`src/rtl/core/fds_pkg.sv`:
```
`timescale 1ns / 1ps
// fds_pkg: sizes, codes and shared types of the dual free frame stack.
// No dependencies; imported by every other file of the block.
package fds_pkg;

  localparam int LOW_DEPTH  = 1024;
  localparam int HIGH_DEPTH = 1024;
  localparam int ADDR_BITS  = 52;

  localparam int LOW_AW  = (LOW_DEPTH > 1) ? $clog2(LOW_DEPTH) : 1;
  localparam int HIGH_AW = (HIGH_DEPTH > 1) ? $clog2(HIGH_DEPTH) : 1;
  localparam int LOW_W   = 32;   // low frames fit below 4 GiB
  localparam int CNT_W   = 11;
  localparam int PADDR_W = 4;
  localparam int PDATA_W = 32;

  localparam logic [CNT_W-1:0] LOW_LIM  = CNT_W'(LOW_DEPTH);
  localparam logic [CNT_W-1:0] HIGH_LIM = CNT_W'(HIGH_DEPTH);
  localparam logic [CNT_W-1:0] CAP_RESET = CNT_W'(1024);

  typedef enum logic [1:0] {
    ACT_PUSH     = 2'd0,
    ACT_POP      = 2'd1,
    ACT_POP_LOW  = 2'd2
  } action_t;

  typedef enum logic [2:0] {
    ST_OK        = 3'd0,
    ST_EMPTY     = 3'd1,
    ST_NO_PAE    = 3'd2,
    ST_LOW_FULL  = 3'd3,
    ST_HIGH_FULL = 3'd4
  } status_t;

  typedef enum logic [1:0] {
    REG_PAE      = 2'd0,
    REG_LOW_CAP  = 2'd1,
    REG_HIGH_CAP = 2'd2
  } reg_idx_t;

  typedef enum logic {
    S_IDLE = 1'b0,
    S_READ = 1'b1
  } fsm_t;

  typedef struct packed {
    logic             ext_addr_en;
    logic [CNT_W-1:0] low_capacity;
    logic [CNT_W-1:0] high_capacity;
  } cfg_t;

endpackage

```
`src/rtl/core/fds_apb_regs.sv`:
```
`timescale 1ns / 1ps
// fds_apb_regs: APB-style register file for PAE enable and both capacities.
// Depends on fds_pkg.
module fds_apb_regs import fds_pkg::*; (
  input  logic               clk,
  input  logic               rst,
  input  logic               psel,
  input  logic               penable,
  input  logic               pwrite,
  input  logic [PADDR_W-1:0] paddr,
  input  logic [PDATA_W-1:0] pwdata,
  output logic [PDATA_W-1:0] prdata,
  output logic               pready,
  output cfg_t               cfg
);

  logic     wr;
  reg_idx_t idx;

  assign pready = 1'b1;
  assign wr     = psel && penable && pwrite && pready;
  assign idx    = reg_idx_t'(paddr[3:2]);

  always_ff @(posedge clk) begin
    if (rst) begin
      cfg.ext_addr_en   <= 1'b0;
      cfg.low_capacity  <= CAP_RESET;
      cfg.high_capacity <= CAP_RESET;
    end else if (wr) begin
      case (idx)
        REG_PAE:      cfg.ext_addr_en   <= pwdata[0];
        REG_LOW_CAP:  cfg.low_capacity  <= pwdata[CNT_W-1:0];
        REG_HIGH_CAP: cfg.high_capacity <= pwdata[CNT_W-1:0];
        default: ;
      endcase
    end
  end

  always_comb begin
    prdata = '0;
    case (idx)
      REG_PAE:      prdata = PDATA_W'(cfg.ext_addr_en);
      REG_LOW_CAP:  prdata = PDATA_W'(cfg.low_capacity);
      REG_HIGH_CAP: prdata = PDATA_W'(cfg.high_capacity);
      default:      prdata = '0;
    endcase
  end

endmodule

```
`config.mk`:
```
export PLATFORM = sky130hd
export DESIGN_NAME = fds_apb_regs
export DESIGN_NICKNAME = d
export VERILOG_FILES = /design/src/rtl/core/fds_pkg.sv /design/src/rtl/core/fds_apb_regs.sv
export SDC_FILE = /design/constraint.sdc
export NUM_CORES = 1
export LEC_CHECK = 0
export BUFFER_PORTS_ARGS = -buffer_cell sky130_fd_sc_hd__buf_4
export CORE_MARGIN = 2
export CORE_UTILIZATION = 39
export CTS_CLUSTER_SIZE = 25
export DETAILED_ROUTE_END_ITERATION = 6
export PLACE_DENSITY = 0.81
export SLEW_MARGIN = 20
export SYNTH_ARGS = -nofsm -noshare
export SYNTH_HDL_FRONTEND = slang
export SYNTH_SLANG_ARGS = --single-unit
```
`constraint.sdc`:
```
create_clock -name clk -period 0.95 [get_ports clk]
set_input_delay 0.0475 -clock clk [delete_from_list [all_inputs] [get_ports clk]]
set_output_delay 0.0475 -clock clk [all_outputs]
set_load 0.03 [all_outputs]
```
# Yosys cells after proc, flatten, opt, wreduce, memory -nomap -nowiden
# Cells that the tools add are included.
dict set report classes {
  addsub 0
  mul 0
  n_div 0
  n_lt_le_gt_ge 0
  n_eq_ne 2
  shifts 0
  mux 1
  n_bitwise 0
  reduce_logical 6
}
# op n
set ops {}
lappend ops {{11-bit case mux with 3 select lines} 1}
lappend ops {{2-bit AND reduction} 3}
lappend ops {{2-bit by 1-bit == test with 1-bit output (second input constant)} 1}
lappend ops {{2-bit == test (second input constant)} 1}
lappend ops {{1-bit logical AND} 2}
lappend ops {{2-bit logical NOT} 1}
dict set report word_totals {
  regBits 23
  latch_bits 0
  mem_bits_rw 0
  mem_bits_ro 0
  input_bits 41
  out_inout_bits 56
  mem_count 0
}

# Depth between registers and ports, before layout
# Gate-level depths: netlist (run 1).
dict set report depth {
  depth_word 3
  depth_mapped 4
  mapped_depth_nobuf 3
}

# Worst setup path before layout (run 1)
# Ideal clock, no wire load.
dict set report synth_path {
  kind {flip-flop to output port}
  start {register cfg[11] in the netlist's numbering}
  end {output port prdata[0]}
  arrival_ns 1.312
  t_required_ns 0.902
  setup_slack_ns -0.409
  path_stages_with_launch 3
  n_path_buf 0
  path_cell_list {dfxtp_1 > mux2i_1 > o21ai_0}
}
dict set report synth_via {
  elab_chain_cells 1
}
# element line
set synth_lines {}
lappend synth_lines {{start, declared} fds_apb_regs.sv:14} ;# output cfg_t cfg
lappend synth_lines {{11-bit case mux with 3 select lines} fds_apb_regs.sv:41} ;# case (idx)
lappend synth_lines {{end, declared} fds_apb_regs.sv:12} ;# output logic [PDATA_W-1:0] prdata,
# No other way between the ends.

# Worst setup path after layout (run 1)
dict set report layout_path {
  start {register cfg[22] in the netlist's numbering}
  end {output port prdata[0]}
}
# The elaborated chain is that of the path after synthesis.

==> run summary, run 1 <==
Status = finished, violations left
Failing checks = negative setup slack
Largest regs = cfg (23)
GRT Overall Usage = 18.5%
Antenna Nets Post-Route = 0
Starting density of the core = 41.1%
Primary FF master, synth = dfxtp_1
Critical Path Stages = 3
First-pass GRT wire length = 5.01 mm
IO Count = 97
Synth Area per Inst = 9.67 um^2
WL per Instance = 12.2 um
Final Cell Area = 0.00206 mm^2
PD cells = 909 mW/mm^2
Final hold vios = 0
Initial antenna violation count = 0
RSZ-0062 raised after global routing = yes
# fillers = 259
Max reg flops = 23
Worst min path class = input port to flip-flop
Hold path cells = 3
Die area = 0.00372 mm^2
DP Area = 0.00167 mm^2
Core box area = 0.00308 mm^2
Final period utilization = 113%
Max Slew Vio Count = 0
Total chip power = 1870 uW
Mapped Area = 0.00127 mm^2
Required @ worst endpoint = 0.90 ns
Largest net degree at the start of global routing = 35
TritonCTS sink count = 23
Netlist cell types = 17
CP startpoint kind = flip-flop
Nets@finish = 251
Count leader, synth = nand2b_1
Chip Width = 61.0 um
Area Overhead vs Synth = 62.6%
Max Cap Viol = 0
CP Capture Type = output port
Endpoints failing setup = 14
Drt initial violations = 21
Initial DRT Pass Iterations = 4
Inserted Clock Buffers = 3
Skew-Pair Late Insertion Delay = 0.31 ns
Cell taking the most area after synthesis = dfxtp_1
Grt ovf = 0
Hold_ws = 0.00873 ns
Hpwl dp = 2.00 mm
F_max = 931 MHz
Crit path arrival time = 1.03 ns
Post-synth ARST share = 0%
Clock Tree Root = clkbuf_4
Most flops, register = cfg
Max Root-Sink Buffers = 2
Vias per cell = 4.37
Yosys reg bits = 23
Worst Reg-to-Reg Cells = 4
Final Wtd Congestion = 0.674
# H-tree levels = 1
Crit-path slowest cell = dfxtp_2
Vias = 1106
Clock transition at path regs = 0.13 ns
Worst Setup Path Type = flip-flop to output port
Top cells by count, synth = nand2b_1 (31), buf_4 (24), mux2i_1 (24)
Register area = 485 um^2
Share of cells above drive strength 1 = 51.2%
Final core utilization = 66.9%
LEAKAGE = 0.000978 uW
Cells after Synth = 131
Vias in the first global route = 1099
WP buf/inv = 1
Row cnt = 20
CP delay by family, top = flip-flops
# DRC = 0
Setup slack, reg-to-reg = 0.15 ns
Area occupied by multi-input gates = 683 um^2
Synth top area share = 36.4%
Seq/Total Area, Yosys = 36.4%
TritonCTS clock tree = done
Worst path max stage delay = 0.35 ns
Number of enable flip-flop cells after synthesis = 0
Total wire length = 3.09 mm
Peak supply drop = 0.711 mV
Clock skew = 0 ns
Min Tclk post-route = 1.07 ns
Finished Layout Cells = 253
Final setup margin = -0.124 ns
CP max FO = 3
Largest cells by area after synthesis = dfxtp_1 (36%), mux2i_1 (19%), nand2b_1 (15%), buf_4 (14%), a22o_1 (6.9%)
Crit-path cells = mux2i_1 -> o21ai_2 -> buf_6
Synth warnings = 0
Die height = 61.0 um
Dpl cells = 227
Ant. Diodes = 0
Port-buffer cells = 51
[per-stage QoR]
stage | setup TNS (ns) | setup slack, ns
2_1_floorplan | 0 | 0.0296
4_1_cts | -1.35 | -0.133
6_report | -1.28 | -0.124
3_3_place_gp | -0.0976 | -0.0224
5_1_grt | -2.09 | -0.181
3_5_place_dp | -0.283 | -0.0292
[power by group]
group	leakage [uW]	internal (uW)	total, uW	switching [uW]
clock network	0.0000150	164	457	293
registers	0.000195	978	987	9.17
logic	0.000769	172	428	255
total	0.000978	1310	1870	558
[cells by family after synthesis]
logic type,count (synthesis),share of synthesized area (%)
and+or+nand+nor,42,20.8
buffers and inverters,29,15.9
other,2,0.593
AOI/OAI and AO/OA,11,7.31
muxes,24,19.0
DFF,23,36.4
[path summary, 6_finish.rpt]
check,startpoint,end
setup / recovery,cfg[22],prdata[0]
hold / removal,pwdata[1],cfg[1]
setup reg to reg,cfg[13],cfg[13]
hold reg to reg,cfg[2],cfg[2]
[worst min-delay path, delay by kind of cell]
family | cells | cell delay, ns
buf+inv | 1 | 0.11
mux | 1 | 0.07
simple gates | 1 | 0.07
[timing repair]
action	4_1_cts	5_1_grt
endpoints found under the setup margin	11	29
pin swaps	1	0
resized for setup	61	2
endpoints found under the hold margin	3	0
hold buffers	2	0
setup buffers	17	3
[layout by cell type, fill, tap and decap left out]
cell and count:
dlygate4sd3_1 2, buf_6 45, nand4_1 1, conb_1 22, nand2_1 1, nand3_1 1, nor2_1 3, a22o_1 10
nor2b_1 1, nand2b_1 31, buf_4 35, mux2i_1 24, nor3_1 1, dfxtp_2 20, buf_12 1, o21ai_2 1
dfxtp_1 3, and2b_1 1, nor3b_2 2, clkbuf_4 3, clkbuf_1 1
[routing by layer]
| layer | vias up | part of all wire (%) | GRT usage [%] |
|---|---|---|---|
| met4 | 0 | 0.19 | 4.66 |
| li1 | 551 | - | - |
| met1 | 504 | 41 | 20.8 |
| met5 | - | 0 | 0 |
| met2 | 49 | 51 | 34.1 |
| met3 | 2 | 7.5 | 5.12 |
[layout make-up]
| class | count | share of cell area (%) |
|---|---|---|
| multi-input cells | 99 | 33.2 |
| well taps | 44 | 2.67 |
| flip-flops and latches | 23 | 23.6 |
| clock buffers | 4 | 1.28 |
| repair buffers | 83 | 39.3 |
Note: power is estimated with default switching activity, not from simulation.
==> run 2: changes to the inputs <==
--- a/config.mk
+++ b/config.mk
@@ -5,12 +5,12 @@
 export SDC_FILE = /design/constraint.sdc
 export NUM_CORES = 1
 export LEC_CHECK = 0
-export BUFFER_PORTS_ARGS = -buffer_cell sky130_fd_sc_hd__buf_4
 export CORE_MARGIN = 2
-export CORE_UTILIZATION = 39
+export CORE_UTILIZATION = 50
 export CTS_CLUSTER_SIZE = 25
 export DETAILED_ROUTE_END_ITERATION = 6
-export PLACE_DENSITY = 0.81
+export DONT_BUFFER_PORTS = 1
+export PLACE_DENSITY = 0.67
 export SLEW_MARGIN = 20
 export SYNTH_ARGS = -nofsm -noshare
 export SYNTH_HDL_FRONTEND = slang
==> run summary, run 2 (synthesis gave the netlist of run 1 again) <==
Hold path cells = 2
Routed wl met3 = 222 um
Net Sw Frac = 29.8%
Area occupied by multi-input gates = 703 um^2
DRT met1 WL = 1.30 mm
Vias in the first global route = 1092
Crit-path cells = a22o_1 -> buf_6
Worst Setup Path Type = flip-flop to output port
Hold path start = rst
CP max FO = 2
Sw Pwr = 543 uW
Endpoints failing setup = 23
Final hold vios = 23
Failing checks = negative hold slack, negative setup slack
# H-tree levels = 1
Nets@finish = 241
Worst Hold Endpoint = cfg[6]
Max Root-Sink Buffers = 2
Area Overhead vs Synth = 59.0%
Share of cells above drive strength 1 = 46.2%
Status = finished, violations left
Final setup margin = -0.168 ns
# DRC = 0
Clock skew = 0 ns
Hpwl dp = 1.98 mm
Final period utilization = 118%
Total chip power = 1820 uW
Peak supply drop = 0.866 mV
Clock transition at path regs = 0.14 ns
RSZ-0062 raised after global routing = yes
Initial DRT Pass Iterations = 4
Worst min path class = input port to flip-flop
Drt initial violations = 14
LEAKAGE = 0.000929 uW
Largest net degree at the start of global routing = 35
First-pass GRT wire length = 4.91 mm
Part of the power in registers = 54.2%
Grt ovf = 0
Initial antenna violation count = 0
Skew-Pair Late Insertion Delay = 0.30 ns
CP startpoint kind = flip-flop
Worst Reg-to-Reg Cells = 4
Largest regs = cfg (23)
Inserted Clock Buffers = 3
WL per Instance = 14.8 um
Comb power frac = 20.7%
TritonCTS clock tree = done
Min Tclk post-route = 1.12 ns
Final Wtd Congestion = 0.626
Setup TNS = -1.45 ns
CP Capture Type = output port
Clock share of power = 25.1%
Starting density of the core = 52.1%
Total wire length = 3.39 mm
Max reg flops = 23
Die height = 54.3 um
Die area = 0.00295 mm^2
Core box area = 0.00243 mm^2
Hold_ws = -0.109 ns
Chip Width = 54.3 um
Cell-internal power = 1280 uW
IO Count = 97
Most common cell after layout, fill and taps aside = buf_6
DR WL met2 = 1.79 mm
Row cnt = 18
Port-buffer cells = 0
R2r startpoint = cfg[20]
# fillers = 144
Max Slew Vio Count = 0
R2R Path End = cfg[20]
Crit path arrival time = 1.07 ns
Required @ worst endpoint = 0.90 ns
Crit-path slowest cell = dfxtp_2
Ant. Diodes = 0
Antenna Nets Post-Route = 0
Register area = 487 um^2
Finished Layout Cells = 229
Most flops, register = cfg
Commonest non-fill, non-tap cells in the layout = buf_6 (46), nand2b_1 (31), mux2i_1 (23), conb_1 (22), dfxtp_2 (21)
Worst path max stage delay = 0.36 ns
Setup slack, reg-to-reg = 0.01 ns
Vias per cell = 4.96
Uppermost layer routed = met4
Clock Tree Root = clkbuf_4
Dpl cells = 191
Vias = 1135
Max Cap Viol = 0
F_max = 895 MHz
PD cells = 906 mW/mm^2
TritonCTS sink count = 23
GRT Overall Usage = 23.4%
==> run 2: changes by cell type in the layout (fill, tap and decap cells not counted), sizes merged <==
cell,previous run,this run
buf,81,63
clkbuf,4,3
clkinv,0,1
dlygate4sd3,2,10
==> run 2: per-stage QoR <==
stage,area (um^2),util (%),worst slack (ns)
2_1_floorplan,1350,-,0.0296
3_3_place_gp,1490,61.2,0.0812
3_5_place_dp,1490,61.2,0.0489
4_1_cts,1910,78.7,-0.170
5_1_grt,2010,82.8,-0.179
6_report,2010,82.8,-0.168
==> run 2: worst max-delay path by stage <==
| stage | end | start | slack [ns] | cells after the start |
|---|---|---|---|---|
| after floorplan | prdata[1] | cfg[12] | 0.03 | 1 |
| after global placement | cfg[4] | pwrite | 0.08 | 4 |
| after detailed placement | cfg[8] | pwrite | 0.05 | 4 |
| after CTS | prdata[0] | cfg[11] | -0.17 | 2 |
| after global routing | prdata[6] | cfg[17] | -0.18 | 2 |
| final | prdata[6] | cfg[17] | -0.17 | 2 |
==> run 2: layer usage <==
| metal | global-route usage [%] | vias to the layer above |
|---|---|---|
| li1 | - | 528 |
| met1 | 26.6 | 544 |
| met2 | 42.0 | 55 |
| met3 | 3.55 | 8 |
| met4 | 12.1 | 0 |
| met5 | 0 | - |
==> run 2: cell type report <==
cell class	count	share of cell area, %
clock inverters	1	0.249
multi-input cells	99	34.9
repair buffers	73	37.7
clock buffers	3	1.12
well taps	30	1.86
flip-flops and latches	23	24.2
==> run 2: critical path, delay by kind of cell, from the launching register on <==
kind	cells	cell delay, ns
compound gates	1	0.24
buf+inv	1	0.15
flops	1	0.36
==> run 2: power by group through the flow <==
stage / registers, uW / clock network [uW] / logic [uW]
final: 988 / 459 / 378
after global routing: 990 / 499 / 401
after CTS: 987 / 481 / 357
after detailed placement: 1010 / 0 / 295
after global placement: 1010 / 0 / 291
after floorplan: 1030 / 0 / 294
==> run 2: timing repair <==
action	CTS	global route
setup buffers	17	7
resized for setup	63	5
setup endpoints to repair	11	28
hold endpoints to repair	23	23
pin swaps	1	1
hold buffers	8	2
==> run 3: changes to the inputs <==
--- a/config.mk
+++ b/config.mk
@@ -5,12 +5,14 @@
 export SDC_FILE = /design/constraint.sdc
 export NUM_CORES = 1
 export LEC_CHECK = 0
+export ABC_AREA = 1
 export CORE_MARGIN = 2
 export CORE_UTILIZATION = 50
 export CTS_CLUSTER_SIZE = 25
 export DETAILED_ROUTE_END_ITERATION = 6
 export DONT_BUFFER_PORTS = 1
 export PLACE_DENSITY = 0.67
+export REMOVE_ABC_BUFFERS = 1
 export SLEW_MARGIN = 20
 export SYNTH_ARGS = -nofsm -noshare
 export SYNTH_HDL_FRONTEND = slang
==> run summary, run 3 <==
Status = finished, violations left
Failing checks = negative hold slack, negative setup slack
Core box area = 0.00269 mm^2
Required @ worst endpoint = 0.90 ns
Total wire length = 3.53 mm
Crit-path cells = nand2_1 -> nand3_1 -> buf_6
Most flops, register = cfg
Nets@finish = 299
CP delay by family, top = flip-flops
Cell taking the most area after synthesis = dfxtp_1
Area Overhead vs Synth = 41.4%
Max Root-Sink Buffers = 2
Largest regs = cfg (23)
Final period utilization = 105%
Synth top area share = 33.4%
Hpwl dp = 2.33 mm
# H-tree levels = 1
Initial DRT Pass Iterations = 4
Netlist cell types = 18
TritonCTS clock tree = done
WP buf/inv = 1
Skew-Pair Late Insertion Delay = 0.30 ns
CP startpoint kind = flip-flop
Seq/Total Area, Yosys = 33.4%
Vias per cell = 4.77
CP Capture Type = output port
Post-synth ARST share = 0%
Antenna Nets Post-Route = 0
Mapped Area = 0.00138 mm^2
Ant. Diodes = 0
Max reg flops = 23
Final Wtd Congestion = 0.747
Grt ovf = 0
Crit-path slowest cell = dfxtp_2
Crit path arrival time = 0.95 ns
Worst min path class = input port to flip-flop
Die height = 56.5 um
Primary FF master, synth = dfxtp_1
Endpoints failing setup = 5
# DRC = 0
Min Tclk post-route = 0.996 ns
Max Cap Viol = 0
Worst Setup Path Type = flip-flop to output port
Number of enable flip-flop cells after synthesis = 0
Most common cell after layout, fill and taps aside = buf_4
Largest net degree at the start of global routing = 24
Setup TNS = -0.148 ns
Chip Width = 56.5 um
Top cells by count, synth = nand2_1 (57), buf_4 (25), nand3_1 (24), nor2_1 (24), dfxtp_1 (23)
Synth warnings = 0
Largest cells by area after synthesis = dfxtp_1 (33%), nand2_1 (16%), buf_4 (14%), nor2_2 (10%), nand3_1 (8.7%)
Port-buffer cells = 0
Vias = 1375
PD cells = 1010 mW/mm^2
F_max = 1000 MHz
Share of cells above drive strength 1 = 47.1%
Final setup margin = -0.0457 ns
Max Slew Vio Count = 0
Starting density of the core = 51.3%
Synth Area per Inst = 6.72 um^2
IO Count = 97
RSZ-0062 raised after global routing = yes
Final hold vios = 2
Final core utilization = 72.5%
GRT Overall Usage = 21.8%
Vias in the first global route = 1332
First-pass GRT wire length = 5.57 mm
WL per Instance = 12.3 um
Drt initial violations = 21
Clock transition at path regs = 0.12 ns
CP max FO = 3
Count leader, synth = nand2_1
Hold_ws = -0.00674 ns
Clock skew = 0 ns
Yosys reg bits = 23
# fillers = 204
Total chip power = 1980 uW
Peak supply drop = 0.825 mV
LEAKAGE = 0.000950 uW
Inserted Clock Buffers = 3
Initial antenna violation count = 0
Worst path max stage delay = 0.37 ns
Row cnt = 19
Die area = 0.00319 mm^2
Commonest non-fill, non-tap cells in the layout = buf_4 (37), nand2_1 (36), nor2_1 (24), nand3_1 (24), dfxtp_2 (23)
Cells after Synth = 205
TritonCTS sink count = 23
Clock Tree Root = clkbuf_4
## run 3: changes by cell type after synthesis, moves of 2 or more
| cell | before | now |
|---|---|---|
| buf_6 | 0 | 3 |
| nand2_1 | 1 | 57 |
| inv_2 | 0 | 2 |
| clkbuf_1 | 3 | 1 |
| nand2_2 | 0 | 2 |
| a22o_1 | 10 | 0 |
| nor3b_2 | 2 | 0 |
| nand3_1 | 1 | 24 |
| mux2i_1 | 24 | 0 |
| nand2b_1 | 31 | 0 |
| nor2_1 | 3 | 24 |
| nor2_2 | 0 | 22 |
| inv_1 | 0 | 12 |
## run 3: cell type report
class,instances,area [um^2],share of cell area (%)
Sequential cell,23,489,25.1
Clock buffer,4,26.3,1.35
Tap cell,31,38.8,1.99
Timing Repair Buffer,60,548,28.1
Inverter,14,52.6,2.70
Multi-Input combinational cell,156,793,40.7
## run 3: where the power goes
part | switching, uW | leakage, uW | total, uW | internal [uW]
Sequential | 18.6 | 0.000196 | 1010 | 989
Combinational | 349 | 0.000740 | 522 | 172
Clock | 284 | 0.0000150 | 448 | 164
## run 3: final timing paths
kind              startpoint        end  slack (ns)  depth (start not counted)
hold / removal     pwdata[2]    cfg[13]      -0.007                          4
setup reg to reg      cfg[1]     cfg[1]        0.23                          3
setup / recovery      cfg[0]  prdata[0]       -0.05                          3
hold reg to reg      cfg[11]    cfg[11]        0.50                          2
## run 3: logic make-up (layout without fill, tap and decap cells)
logic type | count (synthesis) | after routing | synth area share, %
AO/OA/AOI/OAI | 3 | 3 | 1.09
buffers and inverters | 46 | 78 | 21.2
flip-flops | 23 | 23 | 33.4
other | 2 | 22 | 0.545
AND/OR/NAND/NOR | 131 | 131 | 43.8
## run 3: worst reg2reg max path, cell delays in order, from the launching register on
cell and delay [ns]:
dfxtp_2 0.36, buf_4 0.13, nor2_2 0.11, nor2_2 0.04
## run 3: what timing repair did
action	CTS	global route
hold endpoints to repair	14	0
hold buffers	14	0
pin swaps	3	10
setup endpoints to repair	11	14
buffers inserted	3	6
resized for setup	41	18
## run 3: metrics by stage
| stage | setup WS [ns] | cell area, um^2 | hold slack [ns] | std cells |
|---|---|---|---|---|
| detailed placement | 0.235 | 1570 | 0.183 | 261 |
| floorplan | 0.0332 | 1210 | 0.168 | 193 |
| global placement | 0.250 | 1570 | 0.172 | 261 |
| finish | -0.0457 | 1950 | -0.00674 | 288 |
| global route | -0.0824 | 1950 | 0.00891 | 288 |
| CTS | -0.0448 | 1860 | 0.00141 | 282 |
## run 3: metal layers
metal  track usage [%]  wire length, um
met5                 0                0
met2              42.7             1880
met3              2.53              192
met4              6.80               44
met1              23.8             1410
